**src/sv/aesx_pkg.sv**
```systemverilog
// Package: shared types, constants and AES helper functions for the XTS sector engine.
`timescale 1ns / 1ps
package aesx_pkg;

  localparam int unsigned SECTOR_BYTES  = 4096;
  localparam int unsigned SECTOR_BLOCKS =
      (SECTOR_BYTES / 16 == 0) ? 1 : SECTOR_BYTES / 16;
  localparam int unsigned BIDX_W =
      (SECTOR_BLOCKS <= 1) ? 1 : $clog2(SECTOR_BLOCKS);
  localparam int unsigned NKEY_WORDS = 60;
  localparam int unsigned RKIDX_W    = 6;
  localparam int unsigned NREGS      = 8;
  localparam logic [7:0]  GF_POLY    = 8'h87;

  typedef enum logic [2:0] {
    REG_DATA_KEY_W0  = 3'd0,
    REG_DATA_KEY_W1  = 3'd1,
    REG_DATA_KEY_W2  = 3'd2,
    REG_DATA_KEY_W3  = 3'd3,
    REG_TWEAK_KEY_W0 = 3'd4,
    REG_TWEAK_KEY_W1 = 3'd5,
    REG_TWEAK_KEY_W2 = 3'd6,
    REG_TWEAK_KEY_W3 = 3'd7
  } reg_idx_t;

  typedef struct packed {
    logic [63:0] data_hi;
    logic [63:0] data_lo;
    logic [31:0] sector;
    logic        func;
  } in_beat_t;

  typedef struct packed {
    logic        last_of_sector;
    logic [63:0] result_hi;
    logic [63:0] result_lo;
  } out_beat_t;

  function automatic logic [7:0] sbox(input logic [7:0] x);
    logic [7:0] t [256];
    t = '{
    8'h63,8'h7c,8'h77,8'h7b,8'hf2,8'h6b,8'h6f,8'hc5,8'h30,8'h01,8'h67,8'h2b,8'hfe,8'hd7,8'hab,8'h76,
    8'hca,8'h82,8'hc9,8'h7d,8'hfa,8'h59,8'h47,8'hf0,8'had,8'hd4,8'ha2,8'haf,8'h9c,8'ha4,8'h72,8'hc0,
    8'hb7,8'hfd,8'h93,8'h26,8'h36,8'h3f,8'hf7,8'hcc,8'h34,8'ha5,8'he5,8'hf1,8'h71,8'hd8,8'h31,8'h15,
    8'h04,8'hc7,8'h23,8'hc3,8'h18,8'h96,8'h05,8'h9a,8'h07,8'h12,8'h80,8'he2,8'heb,8'h27,8'hb2,8'h75,
    8'h09,8'h83,8'h2c,8'h1a,8'h1b,8'h6e,8'h5a,8'ha0,8'h52,8'h3b,8'hd6,8'hb3,8'h29,8'he3,8'h2f,8'h84,
    8'h53,8'hd1,8'h00,8'hed,8'h20,8'hfc,8'hb1,8'h5b,8'h6a,8'hcb,8'hbe,8'h39,8'h4a,8'h4c,8'h58,8'hcf,
    8'hd0,8'hef,8'haa,8'hfb,8'h43,8'h4d,8'h33,8'h85,8'h45,8'hf9,8'h02,8'h7f,8'h50,8'h3c,8'h9f,8'ha8,
    8'h51,8'ha3,8'h40,8'h8f,8'h92,8'h9d,8'h38,8'hf5,8'hbc,8'hb6,8'hda,8'h21,8'h10,8'hff,8'hf3,8'hd2,
    8'hcd,8'h0c,8'h13,8'hec,8'h5f,8'h97,8'h44,8'h17,8'hc4,8'ha7,8'h7e,8'h3d,8'h64,8'h5d,8'h19,8'h73,
    8'h60,8'h81,8'h4f,8'hdc,8'h22,8'h2a,8'h90,8'h88,8'h46,8'hee,8'hb8,8'h14,8'hde,8'h5e,8'h0b,8'hdb,
    8'he0,8'h32,8'h3a,8'h0a,8'h49,8'h06,8'h24,8'h5c,8'hc2,8'hd3,8'hac,8'h62,8'h91,8'h95,8'he4,8'h79,
    8'he7,8'hc8,8'h37,8'h6d,8'h8d,8'hd5,8'h4e,8'ha9,8'h6c,8'h56,8'hf4,8'hea,8'h65,8'h7a,8'hae,8'h08,
    8'hba,8'h78,8'h25,8'h2e,8'h1c,8'ha6,8'hb4,8'hc6,8'he8,8'hdd,8'h74,8'h1f,8'h4b,8'hbd,8'h8b,8'h8a,
    8'h70,8'h3e,8'hb5,8'h66,8'h48,8'h03,8'hf6,8'h0e,8'h61,8'h35,8'h57,8'hb9,8'h86,8'hc1,8'h1d,8'h9e,
    8'he1,8'hf8,8'h98,8'h11,8'h69,8'hd9,8'h8e,8'h94,8'h9b,8'h1e,8'h87,8'he9,8'hce,8'h55,8'h28,8'hdf,
    8'h8c,8'ha1,8'h89,8'h0d,8'hbf,8'he6,8'h42,8'h68,8'h41,8'h99,8'h2d,8'h0f,8'hb0,8'h54,8'hbb,8'h16};
    return t[x];
  endfunction

  function automatic logic [7:0] inv_sbox(input logic [7:0] x);
    logic [7:0] t [256];
    t = '{
    8'h52,8'h09,8'h6a,8'hd5,8'h30,8'h36,8'ha5,8'h38,8'hbf,8'h40,8'ha3,8'h9e,8'h81,8'hf3,8'hd7,8'hfb,
    8'h7c,8'he3,8'h39,8'h82,8'h9b,8'h2f,8'hff,8'h87,8'h34,8'h8e,8'h43,8'h44,8'hc4,8'hde,8'he9,8'hcb,
    8'h54,8'h7b,8'h94,8'h32,8'ha6,8'hc2,8'h23,8'h3d,8'hee,8'h4c,8'h95,8'h0b,8'h42,8'hfa,8'hc3,8'h4e,
    8'h08,8'h2e,8'ha1,8'h66,8'h28,8'hd9,8'h24,8'hb2,8'h76,8'h5b,8'ha2,8'h49,8'h6d,8'h8b,8'hd1,8'h25,
    8'h72,8'hf8,8'hf6,8'h64,8'h86,8'h68,8'h98,8'h16,8'hd4,8'ha4,8'h5c,8'hcc,8'h5d,8'h65,8'hb6,8'h92,
    8'h6c,8'h70,8'h48,8'h50,8'hfd,8'hed,8'hb9,8'hda,8'h5e,8'h15,8'h46,8'h57,8'ha7,8'h8d,8'h9d,8'h84,
    8'h90,8'hd8,8'hab,8'h00,8'h8c,8'hbc,8'hd3,8'h0a,8'hf7,8'he4,8'h58,8'h05,8'hb8,8'hb3,8'h45,8'h06,
    8'hd0,8'h2c,8'h1e,8'h8f,8'hca,8'h3f,8'h0f,8'h02,8'hc1,8'haf,8'hbd,8'h03,8'h01,8'h13,8'h8a,8'h6b,
    8'h3a,8'h91,8'h11,8'h41,8'h4f,8'h67,8'hdc,8'hea,8'h97,8'hf2,8'hcf,8'hce,8'hf0,8'hb4,8'he6,8'h73,
    8'h96,8'hac,8'h74,8'h22,8'he7,8'had,8'h35,8'h85,8'he2,8'hf9,8'h37,8'he8,8'h1c,8'h75,8'hdf,8'h6e,
    8'h47,8'hf1,8'h1a,8'h71,8'h1d,8'h29,8'hc5,8'h89,8'h6f,8'hb7,8'h62,8'h0e,8'haa,8'h18,8'hbe,8'h1b,
    8'hfc,8'h56,8'h3e,8'h4b,8'hc6,8'hd2,8'h79,8'h20,8'h9a,8'hdb,8'hc0,8'hfe,8'h78,8'hcd,8'h5a,8'hf4,
    8'h1f,8'hdd,8'ha8,8'h33,8'h88,8'h07,8'hc7,8'h31,8'hb1,8'h12,8'h10,8'h59,8'h27,8'h80,8'hec,8'h5f,
    8'h60,8'h51,8'h7f,8'ha9,8'h19,8'hb5,8'h4a,8'h0d,8'h2d,8'he5,8'h7a,8'h9f,8'h93,8'hc9,8'h9c,8'hef,
    8'ha0,8'he0,8'h3b,8'h4d,8'hae,8'h2a,8'hf5,8'hb0,8'hc8,8'heb,8'hbb,8'h3c,8'h83,8'h53,8'h99,8'h61,
    8'h17,8'h2b,8'h04,8'h7e,8'hba,8'h77,8'hd6,8'h26,8'he1,8'h69,8'h14,8'h63,8'h55,8'h21,8'h0c,8'h7d};
    return t[x];
  endfunction

  function automatic logic [7:0] rcon(input logic [2:0] i);
    logic [7:0] r;
    case (i)
      3'd0:    r = 8'h8d;
      3'd1:    r = 8'h01;
      3'd2:    r = 8'h02;
      3'd3:    r = 8'h04;
      3'd4:    r = 8'h08;
      3'd5:    r = 8'h10;
      3'd6:    r = 8'h20;
      default: r = 8'h40;
    endcase
    return r;
  endfunction

  function automatic logic [7:0] xt(input logic [7:0] x);
    return {x[6:0], 1'b0} ^ (x[7] ? 8'h1b : 8'h00);
  endfunction

  function automatic logic [31:0] sub_word(input logic [31:0] w);
    return {sbox(w[31:24]), sbox(w[23:16]), sbox(w[15:8]), sbox(w[7:0])};
  endfunction

  // One column of MixColumns; byte r of the column in bits 8r.
  function automatic logic [31:0] mix_col(input logic [31:0] c);
    logic [7:0] a0, a1, a2, a3;
    a0 = c[7:0]; a1 = c[15:8]; a2 = c[23:16]; a3 = c[31:24];
    return {xt(a0) ^ a0 ^ a1 ^ a2 ^ xt(a3),
            a0 ^ a1 ^ xt(a2) ^ xt(a3) ^ a3,
            a0 ^ xt(a1) ^ xt(a2) ^ a2 ^ a3,
            xt(a0) ^ xt(a1) ^ a1 ^ a2 ^ a3};
  endfunction

  function automatic logic [31:0] inv_mix_col(input logic [31:0] c);
    logic [7:0] a [4];
    logic [7:0] m2 [4];
    logic [7:0] m4 [4];
    logic [7:0] m8 [4];
    logic [31:0] o;
    for (int r = 0; r < 4; r++) begin
      a[r]  = c[8*r +: 8];
      m2[r] = xt(a[r]);
      m4[r] = xt(m2[r]);
      m8[r] = xt(m4[r]);
    end
    for (int r = 0; r < 4; r++) begin
      o[8*r +: 8] = (m8[r] ^ m4[r] ^ m2[r]) ^
                    (m8[(r+1)%4] ^ m2[(r+1)%4] ^ a[(r+1)%4]) ^
                    (m8[(r+2)%4] ^ m4[(r+2)%4] ^ a[(r+2)%4]) ^
                    (m8[(r+3)%4] ^ a[(r+3)%4]);
    end
    return o;
  endfunction

  // Forward round; state byte i at bits 8i.
  function automatic logic [127:0] fwd_round(input logic [127:0] s, input logic last,
                                             input logic [127:0] rk);
    logic [127:0] t, m;
    for (int r = 0; r < 4; r++)
      for (int c = 0; c < 4; c++)
        t[8*(r+4*c) +: 8] = sbox(s[8*(r+4*((c+r)%4)) +: 8]);
    for (int c = 0; c < 4; c++)
      m[32*c +: 32] = mix_col(t[32*c +: 32]);
    return (last ? t : m) ^ rk;
  endfunction

  function automatic logic [127:0] inv_round(input logic [127:0] s, input logic last,
                                             input logic [127:0] rk);
    logic [127:0] t, m;
    for (int r = 0; r < 4; r++)
      for (int c = 0; c < 4; c++)
        t[8*(r+4*((c+r)%4)) +: 8] = inv_sbox(s[8*(r+4*c) +: 8]);
    t = t ^ rk;
    for (int c = 0; c < 4; c++)
      m[32*c +: 32] = inv_mix_col(t[32*c +: 32]);
    return last ? t : m;
  endfunction

endpackage

```
**src/sv/aesx_ram.sv**
```systemverilog
// Generic single-port-write, single-read RAM with registered read data.
`timescale 1ns / 1ps
module aesx_ram #(
  parameter int unsigned WIDTH = 32,
  parameter int unsigned DEPTH = 64
) (
  input  logic                     clk,
  input  logic                     we,
  input  logic [$clog2(DEPTH)-1:0] waddr,
  input  logic [WIDTH-1:0]         wdata,
  input  logic [$clog2(DEPTH)-1:0] raddr,
  output logic [WIDTH-1:0]         rdata
);
  logic [WIDTH-1:0] mem [DEPTH];

  always_ff @(posedge clk) begin
    if (we) mem[waddr] <= wdata;
    rdata <= mem[raddr];
  end
endmodule

```
**src/sv/aesx_keysched.sv**
```systemverilog
// Key schedule: expands one 256-bit key into 60 round-key words, one word a cycle.
`timescale 1ns / 1ps
module aesx_keysched (
  input  logic                              clk,
  input  logic                              rst_n,
  input  logic                              start,
  input  logic [255:0]                      key,
  input  logic [aesx_pkg::RKIDX_W-3:0]      rd_round,
  output logic [127:0]                      rd_key,
  output logic                              busy
);
  // Expansion runs a sliding window of the last eight words; each new word goes
  // to one of four RAM banks (word index mod 4) so a round key reads at once.
  logic [255:0] win_r, win_nxt;
  logic [5:0]   idx_r, idx_nxt;
  logic         busy_r, busy_nxt;
  logic [31:0]  t, w_new;
  logic [3:0]   we;

  always_comb begin
    t = win_r[255:224];
    if (idx_r[2:0] == 3'd0)
      t = aesx_pkg::sub_word({t[7:0], t[31:8]}) ^ {24'd0, aesx_pkg::rcon(idx_r[5:3])};
    else if (idx_r[2:0] == 3'd4)
      t = aesx_pkg::sub_word(t);
    w_new = (idx_r < 6'd8) ? key[32*idx_r[2:0] +: 32] : (win_r[31:0] ^ t);
  end

  always_comb begin
    win_nxt  = win_r;
    idx_nxt  = idx_r;
    busy_nxt = busy_r;
    if (start) begin
      idx_nxt  = '0;
      busy_nxt = 1'b1;
    end else if (busy_r) begin
      win_nxt = {w_new, win_r[255:32]};
      idx_nxt = idx_r + 6'd1;
      if (idx_r == 6'(aesx_pkg::NKEY_WORDS - 1)) busy_nxt = 1'b0;
    end
  end

  always_ff @(posedge clk) begin
    if (!rst_n) begin
      busy_r <= 1'b1;
      idx_r  <= '0;
    end else begin
      busy_r <= busy_nxt;
      idx_r  <= idx_nxt;
    end
    win_r <= win_nxt;
  end

  for (genvar b = 0; b < 4; b++) begin : g_bank
    assign we[b] = busy_r && !start && (idx_r[1:0] == 2'(b));
    aesx_ram #(.WIDTH(32), .DEPTH(16)) u_bank (
      .clk  (clk),
      .we   (we[b]),
      .waddr(idx_r[5:2]),
      .wdata(w_new),
      .raddr(rd_round),
      .rdata(rd_key[32*b +: 32])
    );
  end

  assign busy = busy_r;
endmodule

```
**config.mk**
```make
export PLATFORM = sky130hd
export DESIGN_NAME = aesx_keysched
export DESIGN_NICKNAME = d
export VERILOG_FILES = /design/src/sv/aesx_pkg.sv /design/src/sv/aesx_ram.sv /design/src/sv/aesx_keysched.sv
export SDC_FILE = /design/constraint.sdc
export NUM_CORES = 2
export LEC_CHECK = 0
export BUFFER_PORTS_ARGS = -buffer_cell sky130_fd_sc_hd__buf_2
export CORE_MARGIN = 10
export CORE_UTILIZATION = 50
export CTS_CLUSTER_SIZE = 24
export DETAILED_ROUTE_END_ITERATION = 12
export GPL_TIMING_DRIVEN = 0
export MAX_ROUTING_LAYER = met4
export PLACE_DENSITY = 0.67
export SLEW_MARGIN = 20
export SYNTH_ARGS = -nofsm -noshare
export SYNTH_HDL_FRONTEND = slang
export SYNTH_HIERARCHICAL = 1
export SYNTH_SLANG_ARGS = --single-unit
```
**constraint.sdc**
```tcl
create_clock -name clk -period 18.5 [get_ports clk]
set_input_delay 0.925 -clock clk [delete_from_list [all_inputs] [get_ports clk]]
set_output_delay 0.925 -clock clk [all_outputs]
set_load 0.005 [all_outputs]
```
## Word level (Yosys, flattened, before mapping)

Memory sizes are Yosys's and may differ from the RTL's. A register that Yosys moved wholly into a read port is not among the register bits.
Cells that the tools add are included.

- Flip-flop bits (word level): 263
- Memory bits (writable): 2,048
- Memory bits (read-only): 8,192
- Input port bits: 263
- Logic and storage cells: 71
- Memories: 8

Memory list:

| memory | depth | width | rd ports | clocked after memory_dff | wr ports | RTL line | RTL |
|---|---|---|---|---|---|---|---|
| (name not given) | 256 | 8 | 1 | 0 | 0 | aesx_pkg.sv:58 | `return t[x];` |
| (name not given) | 256 | 8 | 1 | 0 | 0 | aesx_pkg.sv:58 |  |
| (name not given) | 256 | 8 | 1 | 0 | 0 | aesx_pkg.sv:58 |  |
| (name not given) | 256 | 8 | 1 | 0 | 0 | aesx_pkg.sv:58 |  |
| g_bank[0].u_bank.mem | 16 | 32 | 1 | 1 | 1 | aesx_ram.sv:14 | `logic [WIDTH-1:0] mem [DEPTH];` |
| g_bank[1].u_bank.mem | 16 | 32 | 1 | 1 | 1 | aesx_ram.sv:14 |  |
| 2 more memories | - | - | - | - | - | - |  |

- $add $sub $neg: 1
- Order comparisons: 5
- Eq/ne operators: 11
- Shift-type cells: 1
- Mux-type cells: 23
- Bitwise logic cells: 8
- Reductions and logical operators: 11

Operators by type and width:

| cell | number |
|---|---|
| indexed part select 256 x 9 -> 32 bit | 1 |
| two-way mux 32 bit | 3 |
| two-way mux 8 bit | 9 |
| case mux 8 bit (7 select lines) | 1 |
| >= comparator 9 bit, second input constant | 4 |
| NOT 8 -> 9 bit | 4 |
| bitwise XOR 32 bit | 1 |
| bitwise XOR 32 x 8 -> 32 bit | 1 |
| equality test 3 bit, second input constant | 4 |
| two-way mux 1 bit | 10 |
| adder 6 x 1 -> 6 bit, second input constant | 1 |
| equality test 3 x 2 -> 1 bit, second input constant | 2 |
| equality test 6 bit, second input constant | 1 |
| logical NOT 3 bit | 2 |
| < comparator 6 x 4 -> 1 bit, second input constant | 1 |
| logical AND 1 bit | 5 |
| equality test 2 bit, second input constant | 2 |
| equality test 3 x 1 -> 1 bit, second input constant | 1 |
| equality test 2 x 1 -> 1 bit, second input constant | 1 |
| logical NOT 2 bit | 1 |
| NOT 1 bit | 2 |
| AND reduction 2 bit | 1 |
| OR reduction 2 bit | 1 |
| logical NOT 1 bit | 1 |

## Depth between registers and ports, before layout

- Depth after elaboration: 8
- Gate-level depth with buffers: 15

## Hierarchy

Netlist, hierarchy kept.

Modules (own cells, without submodules):

| module | instances | cells an instance | area an instance (sq um) | sequential area each (sq um) |
|---|---|---|---|---|
| aesx_ram | 4 | 838 | 19,854.0 | 16,015.4 |
| aesx_keysched | 1 | 2,862 | 25,324.3 | 7,827.5 |

## Worst setup path after synthesis

No wires, ideal clock.

- Path type: input port to flip-flop
- Start: in start
- End: mem g_bank[0].u_bank.mem[0][0] (enable)
- Library setup time: 0.461 ns
- Arrival: 16.052 ns
- Data required time: 18.039 ns
- Setup slack: 1.987 ns
- Stages: 4
- Path buffers: 0
- Cell sequence: nor2b_1 and2_1 or3b_2 nor3_1

- Longest elaborated chain between the ends: 5

Ends and longest elaborated chain:

| item | RTL line | RTL |
|---|---|---|
| from (decl) | aesx_keysched.sv:6 | `input logic start,` |
| logical NOT 1 bit | aesx_keysched.sv:55 | `assign we[b] = busy_r && !start && (idx_r[1:0] == 2'(b));` |
| logical AND 1 bit (2 in series) | aesx_keysched.sv:55 |  |
| named net we[0] | aesx_keysched.sv:18 | `logic [3:0] we;` |
| two-way mux 1 bit | aesx_ram.sv:17 | `if (we) mem[waddr] <= wdata;` |
| two-way mux 1 bit (not written as such) | aesx_ram.sv:17 |  |
| to (decl) | aesx_ram.sv:14 |  |

The timed path passes the listed nets, and every way through them passes these cells.

## Final worst setup path

- Start: reg win_r[225]
- End: mem g_bank[3].u_bank.mem[10][6], data pin

- Longest elaborated chain between the ends: 8

Ends and longest elaborated chain:

| item | RTL line | RTL |
|---|---|---|
| from (decl) | aesx_keysched.sv:14 | `logic [255:0] win_r, win_nxt;` |
| from (signal assigned) | aesx_keysched.sv:51 | `win_r <= win_nxt;` |
| NOT 8 -> 9 bit (not written as such) | aesx_pkg.sv:58 |  |
| memory (256 x 8 bit) | - |  |
| two-way mux 8 bit (not written as such) (2 in series) | aesx_pkg.sv:58 |  |
| two-way mux 32 bit | aesx_keysched.sv:24 | `else if (idx_r[2:0] == 3'd4)` |
| two-way mux 32 bit | aesx_keysched.sv:22 | `if (idx_r[2:0] == 3'd0)` |
| bitwise XOR 32 bit | aesx_keysched.sv:26 | `w_new = (idx_r < 6'd8) ? key[32*idx_r[2:0] +: 32] : (win_r[31:0] ^ t);` |
| two-way mux 32 bit | aesx_keysched.sv:26 |  |
| named net w_new[6] | aesx_keysched.sv:17 | `logic [31:0] t, w_new;` |
| to (decl) | aesx_ram.sv:14 |  |

The timed path passes the listed nets, and every way through them passes these cells. The select of a mux whose other input is x is not followed.

==> impl_metrics.py <==
metrics = {
    "clock_network": {
        "clock_sinks": 2439,
        "cts_buffers": 225,
        "clkLatencyLatePin_ps": 890,
        "cts_max_level": 4,
        "cts_buffer_depth": 3,
        "post_cts_resized": 0,
        "cts_hold_buffers": 0,
        "cts_tree": "done",
        "clockRootBuffer": "clkbuf_16",
        "cts_setup_buffers": 0,
        "cts.reportedPaths.clkPinSlew_ps": 90,
    },
    "routing": {
        "wl_met2_mm": 184,
        "drt-initial-drc-count": 9813,
        "wl_met1_mm": 152,
        "drc": 0,
        "topRoutingLayerUsed": "met4",
        "num_vias": 68900,
        "wl_met3_mm": 39.0,
        "via_per_inst": 6.86,
        "drtPass1Iterations": 8,
        "drt_wl_total_mm": 397,
        "ant_nets": 0,
        "wire_per_inst_um": 39.5,
    },
    "synthesis": {
        "ys_warn_count": 6,
        "syn-num-nets": 6541,
        "netlist.area_leader.share_pct": 66.1,
        "yosysTopAreaCell": "edfxtp_1",
        "synth_most_common_cell": "edfxtp_1",
        "async_flop_share_pct": 0,
        "ys_types": 108,
        "ys_seq_area_share_pct": 68.6,
        "synth_edf_count": 2304,
        "avgSynthCellArea_um2": 16.9,
        "yosys-top-cells-area": "edfxtp_1, mux4_2, dfxtp_1, a22oi_1, nand2_1",
        "synth_area_um2": 105000,
        "ys.flop_type": "edfxtp_1",
        "postSynthRegisterBits": 2439,
        "synth_top_cells_by_count": "edfxtp_1, mux4_2, nand2_1",
        "syn_inst": 6214,
    },
    "timing": {
        "finClkSkew_ps": 97.5,
        "worst_pin_slew_ps": 1280,
        "period_needed_ps": 8260,
        "relSlewSlack_pct": 14.4,
        "worst_slack_ps": 10240,
        "setup_violations": 0,
        "finalCritPeriodShare_pct": 44.6,
        "fmaxAchievable_ghz": 0.121,
        "hold_viol": 0,
        "finalMaxSlewViolations": 0,
        "rsz0062_at_grt": "false",
    },
    "layout": {
        "final_util_pct": 59.1,
        "nets": 7363,
        "instances_no_fill": 10000,
        "layout-drive-gt1-share_pct": 27.4,
        "synthToLayoutAreaGrowth_pct": 17.1,
        "fin_area_um2": 123000,
    },
    "critical_path": {
        "r2r_cells": 14,
        "regToRegEndpoint": "g_bank[3].u_bank/mem[10][6]",
        "r2r_start": "win_r[225]",
        "crit_top_cell": "clkbuf_1",
        "worstSetupEndpoint": "g_bank[3].u_bank/mem[10][6]",
        "critPathLaunchType": "register",
        "crit_buf_inv": 5,
        "path_cells": "clkbuf_1 -> clkbuf_1 -> inv_1 -> ha_1 -> clkbuf_1 -> nor2b_1 -> nor3_1 -> a211oi_1 -> o21ai_0 -> a41oi_1 -> mux2i_1 -> xnor2_1 -> a311o_2 -> buf_12",
        "cp.depth": 14,
        "critPathSlowestCell": "edfxtp_1",
        "critical-path-max-stage-delay_ps": 1100,
        "cpLargestDelayFamily": "buffers and inverters",
        "critPathMaxFanout": 34,
        "critPathRequiredTime_ps": 19070,
        "reg2reg_setup_slack_ps": 10240,
        "crit_type": "reg -> reg",
        "critPathLaunch": "win_r[225]",
        "worstPathArrival_ps": 8830,
        "end_kind": "register",
    },
    "worst_hold_path": {
        "min_path_cells": 0,
        "hold_path_startpoint": "win_r[65]",
        "hold_class": "reg -> reg",
    },
    "floorplanning": {
        "die_w_um": 478,
        "die_h_um": 478,
        "core_area_um2": 208000,
        "dieArea_um2": 228000,
        "start_util_pct": 50.4,
        "pin_count": 392,
        "num_rows": 167,
    },
    "place": {
        "dp_hpwl_mm": 280,
        "dp_slack_ps": 10740,
        "gp_congestion": 1.06,
        "dpl_cell_area_um2": 115000,
        "portBuffers": 389,
        "dpl.cell_count": 9597,
    },
    "outcome": {
        "outcome": "finished clean",
    },
    "run": {
        "maxCapViolations": 0,
    },
    "global_routing": {
        "grt_overflow": 0,
        "antenna_found_initial": 33,
        "grt_pass1_vias": 68100,
        "grt_start_max_net_pins": 35,
        "grt_use_total_pct": 35.0,
        "grt_pass1_wl_mm": 551,
    },
    "power": {
        "p_leak_nw": 40.7,
        "p_per_area_nw_per_um2": 104,
        "ir_drop_mv": 0.0959,
    },
}
==> stage by stage <==
step	hold slack (ps)	power, mW	setup TNS [ps]
2_1_floorplan	400	7.15	0
5_1_grt	409	13.0	0
6_report	404	12.7	0
3_3_place_gp	401	7.91	-3781050
4_1_cts	404	12.8	0
3_5_place_dp	405	7.95	0
==> worst min-delay path by stage <==
stage	end	slack, ps
5_1_grt	win_r[132]	410
4_1_cts	win_r[33]	400
3_5_place_dp	win_r[138]	400
6_report	win_r[33]	400
2_1_floorplan	win_r[0]	400
3_3_place_gp	win_r[166]	400
==> power by group <==
| group | switching [mW] | internal, mW | total (mW) |
|---|---|---|---|
| Combinational | 1.14 | 0.524 | 1.67 |
| Clock | 2.07 | 2.77 | 4.84 |
| Sequential | 0.0449 | 6.19 | 6.24 |
==> per-layer routing <==
layer / vias to the layer above / GRT usage, %
li1: 27100 / -
met1: 36000 / 46.5
met2: 4841 / 52.8
met3: 932 / 7.05
met4: 0 / 15.5
met5: - / -
==> cell type report <==
class	instances	area (um2)
fillers	15200	85000
flip-flops and latches	2439	71900
multi-input cells	3234	31000
clock buffers	283	6190
repair buffers	595	5690
well taps	2788	3490
plain buffers	491	2510
clock inverters	139	1690
inverters	50	188
diodes	25	62.6
==> placed cells by master (no fill, tap or decap), types with 131 or more instances in the layout <==
| cell | Yosys | layout |
|---|---|---|
| nand2_1 | 396 | 396 |
| o21ai_0 | 173 | 168 |
| clkbuf_16 | 0 | 234 |
| clkbuf_1 | 202 | 231 |
| nor2_1 | 235 | 187 |
| buf_2 | 139 | 530 |
| dfxtp_1 | 135 | 131 |
| edfxtp_1 | 2304 | 2304 |
| mux4_2 | 601 | 601 |
| a21oi_1 | 172 | 159 |
| a22oi_1 | 266 | 266 |
==> worst reg2reg max path, delay by kind of cell (launching register included) <==
family | cells | cell delay (ps)
buffers and inverters | 5 | 2920
AOI/OAI and AO/OA | 4 | 1850
DFF | 1 | 1100
and+or+nand+nor | 2 | 1090
adders and majority gates | 1 | 590
muxes | 1 | 200
xor gates and xnor gates | 1 | 170
==> state kept, by name, summed over array words and instances, names as in the netlist <==
| register | count |
|---|---|
| idx_r | 6 |
| win_r | 256 |
| g_bank.u_bank/rdata | 128 |
| g_bank.u_bank/mem | 2048 |
| busy | 1 |
==> logic make-up (layout without fill, tap and decap cells) <==
group                    after synthesis  in the layout  share of synthesized area (%)
AO/OA/AOI/OAI                       1212           1212                           8.28
XOR/XNOR                              48             48                          0.401
adder cells (fa/ha/maj)               64             64                          0.765
buffers and inverters                541           1558                           2.57
flip-flops                          2439           2439                           68.6
multiplexers                         648            648                           13.4
other                                  0             25                              0
AND/OR/NAND/NOR                     1262           1262                           5.96
No activity file was read; power rests on OpenSTA's default activity.
